<file path="src/rtl/fsir_ram.sv">
// generic single-clock ram, one write port and one read port, registered read
// no dependencies; used for the forward and reverse tables

module fsir_ram #(
  parameter int unsigned WIDTH = 16,
  parameter int unsigned DEPTH = 256
) (
  input  logic                                       clk_i,
  input  logic                                       we_i,
  input  logic [((DEPTH > 1) ? $clog2(DEPTH) : 1)-1:0] waddr_i,
  input  logic [WIDTH-1:0]                           wdata_i,
  input  logic                                       re_i,
  input  logic [((DEPTH > 1) ? $clog2(DEPTH) : 1)-1:0] raddr_i,
  output logic [WIDTH-1:0]                           rdata_o
);

  logic [WIDTH-1:0] mem_q [DEPTH];
  logic [WIDTH-1:0] rdata_q;

  always_ff @(posedge clk_i) begin
    if (we_i) begin
      mem_q[waddr_i] <= wdata_i;
    end
    if (re_i) begin
      rdata_q <= mem_q[raddr_i];
    end
  end

  assign rdata_o = rdata_q;

endmodule

</file>
<file path="config.mk">
export PLATFORM = sky130hd
export DESIGN_NAME = fsir_ram
export DESIGN_NICKNAME = d
export VERILOG_FILES = /design/src/rtl/fsir_ram.sv
export SDC_FILE = /design/constraint.sdc
export NUM_CORES = 2
export LEC_CHECK = 0
export BUFFER_PORTS_ARGS = -buffer_cell sky130_fd_sc_hd__buf_4
export CAP_MARGIN = 20
export CELL_PAD_IN_SITES_DETAIL_PLACEMENT = 1
export CELL_PAD_IN_SITES_GLOBAL_PLACEMENT = 2
export CORE_UTILIZATION = 45
export CTS_CLUSTER_SIZE = 12
export DETAILED_ROUTE_END_ITERATION = 6
export PLACE_DENSITY_LB_ADDON = 0.1
export SLEW_MARGIN = 20
export SYNTH_ARGS = -nofsm -noshare
export SYNTH_HDL_FRONTEND = slang
export SYNTH_SLANG_ARGS = --single-unit
</file>
<file path="constraint.sdc">
create_clock -name clk_i -period 3.26 [get_ports clk_i]
set_input_delay 0.163 -clock clk_i [delete_from_list [all_inputs] [get_ports clk_i]]
set_output_delay 0.163 -clock clk_i [all_outputs]
set_load 0.05 [all_outputs]
</file>
==> impl_metrics.json <==
{
  "outcome": "completed",
  "max_freq_mhz": 309,
  "drv_cap": 0,
  "syn-instance-count": 7360,
  "crit_required_ns": 3.99,
  "cts_root_buf": "clkbuf_16",
  "synth_area_leaders": "edfxtp_1 78%, mux4_2 11%, mux2i_1 3.6%",
  "grt_max_degree": 127,
  "regArea_um2": 123000,
  "hold-path-cell-count": 4,
  "area_growth_syn_to_layout_pct": 15.6,
  "initial_utilization_pct": 45.4,
  "finClkSkew_ns": 0.0512,
  "core-area_um2": 350000,
  "hold_class": "primary input to flip-flop",
  "synth_flop_cell": "edfxtp_1",
  "place.gp.congestion": 0.828,
  "grt.total_usage_pct": 26.2,
  "p_leak_nw": 58.9,
  "startpoint_type": "flip-flop",
  "powerDensity_nw_per_um2": 602,
  "n_fill_cell": 30400,
  "ant_nets": 0,
  "dp_hpwl_mm": 290,
  "final-setup-viol-count": 0,
  "clock_latency_ns": 0.99,
  "multi_input_area_um2": 33100,
  "clk_transition_reported_paths_ns": 0.06,
  "grt_overflow": 0,
  "grt_setup_unrepaired": "no",
  "dieArea_um2": 355000,
  "crit_type": "flip-flop to flip-flop",
  "synth_top_area_share_pct": 77.7,
  "slew_violations": 0,
  "stdcell_count": 13100,
  "synth-seq-cells": 4112,
  "min_period_ns": 3.23,
  "cts.sinks": 4112,
  "synth.largest_area_cell": "edfxtp_1",
  "grt_pass1_wl_mm": 655,
  "drt_pass1_iterations": 5,
  "utilization_pct": 52.4,
  "fin_nets": 8246,
  "end_kind": "flip-flop",
  "timing.final.crit_share_pct": 99.2,
  "worst_pin_slew_ns": 1.24,
  "worst-r2r-cell-count": 7,
  "yosysWarnings": 0,
  "syn-num-nets": 7395,
  "drt_iter0_markers": 9002,
  "drc_errors": 0,
  "dieHeight_um": 596,
  "cts_buffers": 430,
  "cp_data_arrival_time_ns": 3.96,
  "ys_top_cells_by_count": "4,112 x edfxtp_1, 797 x mux4_2, 565 x mux2i_1",
  "antenna_found_initial": 35,
  "port_buffers": 50,
  "relSlewSlack_pct": 17.5,
  "htree_num_levels": 5,
  "cts_buffer_depth": 4,
  "synth_edf_count": 4112,
  "grt_pass1_vias": 82900,
  "synth_area_um2": 159000,
  "syn_area_per_cell_um2": 21.6,
  "yosys.cell_count.top_type": "edfxtp_1",
  "final-hold-violation-count": 0,
  "wl_per_cell_um": 35.6,
  "synth_cell_types": 51,
  "wl_mm": 468,
  "row_count": 217,
  "seq_area_frac_synth_pct": 77.7,
  "cts_setup_buffers": 0,
  "ys_async_sr_fraction_pct": 0,
  "num_vias": 80400,
  "dp.cells": 12400,
  "io_pins": 51,
  "drive_above_1_share_pct": 28.4,
  "viasPerCell": 6.12,
  "die_w_um": 596,
  "vdd_drop_max_uv": 473,
  "critPathMaxFanout": 1,
  "cts_tree": "yes"
}
==> cells by family (layout without fill, tap and decap cells) <==
logic type	count (synthesis)	after routing	synth area share, %
AOI/OAI and AO/OA	786	786	3.53
buffers and inverters	456	1622	1.69
DFF	4112	4112	77.7
muxes	1450	1450	15.5
other	0	6	0
and+or+nand+nor	556	556	1.57
==> placed cells by master, fill, tap and decap left out, types with 43 or more instances in the layout <==
cell type	n
mux2i_1	565
a22oi_1	43
clkinv_1	102
clkinv_2	58
mux2_2	88
buf_12	129
nor2_2	117
clkbuf_16	435
nor2_1	186
nor3_1	88
mux4_2	797
edfxtp_1	4112
o221ai_1	252
a21oi_1	175
o22ai_1	148
buf_4	699
clkbuf_1	110
==> worst paths after layout <==
path | from | end | slack, ns
worst max-delay path | mem_q[15][14] | rdata_o[14] | 0.03
worst min-delay path | waddr_i[5] | mem_q[119][9] | 0.09
worst max register to register | mem_q[15][14] | rdata_o[14] | 0.03
worst min register to register | mem_q[232][8] | rdata_o[8] | 1.22
==> registers in the layout, indices dropped and copies added (netlist names) <==
signal and cells:
mem_q 4096, rdata_o 16
==> layer usage <==
layer  vias to the layer above  global-route usage, %  share of wire [%]
li1                      33000                      -                  -
met1                     44200                   37.9                 43
met2                      2599                   42.8                 48
met3                       584                   3.29                6.0
met4                        10                   6.04                2.4
met5                         -                      0              0.012
==> through the flow <==
stage                     total power [W]  area, um2  worst slack (ns)  TNS (ns)  hold slack (ns)
after floorplan                    0.0624     159000             0.848         0            0.262
after global placement             0.0656     171000             -1.13     -5.39            0.593
after detailed placement           0.0657     171000            -0.641     -3.74            0.600
after CTS                           0.111     184000           0.00387         0          0.00393
after global routing                0.113     184000            0.0659         0           0.0395
final                               0.111     184000            0.0271         0           0.0908
==> power breakdown <==
group | internal [W] | switching (W) | total [W]
logic | 0.00222 | 0.00395 | 0.00617
registers | 0.0583 | 0.0000837 | 0.0584
clock network | 0.0258 | 0.0202 | 0.0460
total | 0.0864 | 0.0242 | 0.111
==> cell type report <==
cell class	count	area share (%)
timing repair buffer	871	4.56
sequential	4112	67.2
tap	4599	3.13
inverter	4	0.0150
clock inverter	202	0.844
antenna	6	0.00818
multi-input combinational	2792	18.0
clock buffer	545	6.15
==> worst max-delay path, stage by stage, from the launching register on <==
cell and delay, ns:
edfxtp_1 0.36, mux4_2 0.46, mux2_2 0.31, a22oi_1 0.31, nand2_1 0.30, o32ai_1 0.91
buf_4 0.27, nor4_1 0.06
==> repair_timing <==
item | CTS | global route
resized for setup | 1 | 0
hold endpoints to repair | 2388 | 0
setup endpoints to repair | 1 | 0
hold buffers | 23 | 0
Note: power is estimated with default switching activity, not from simulation.
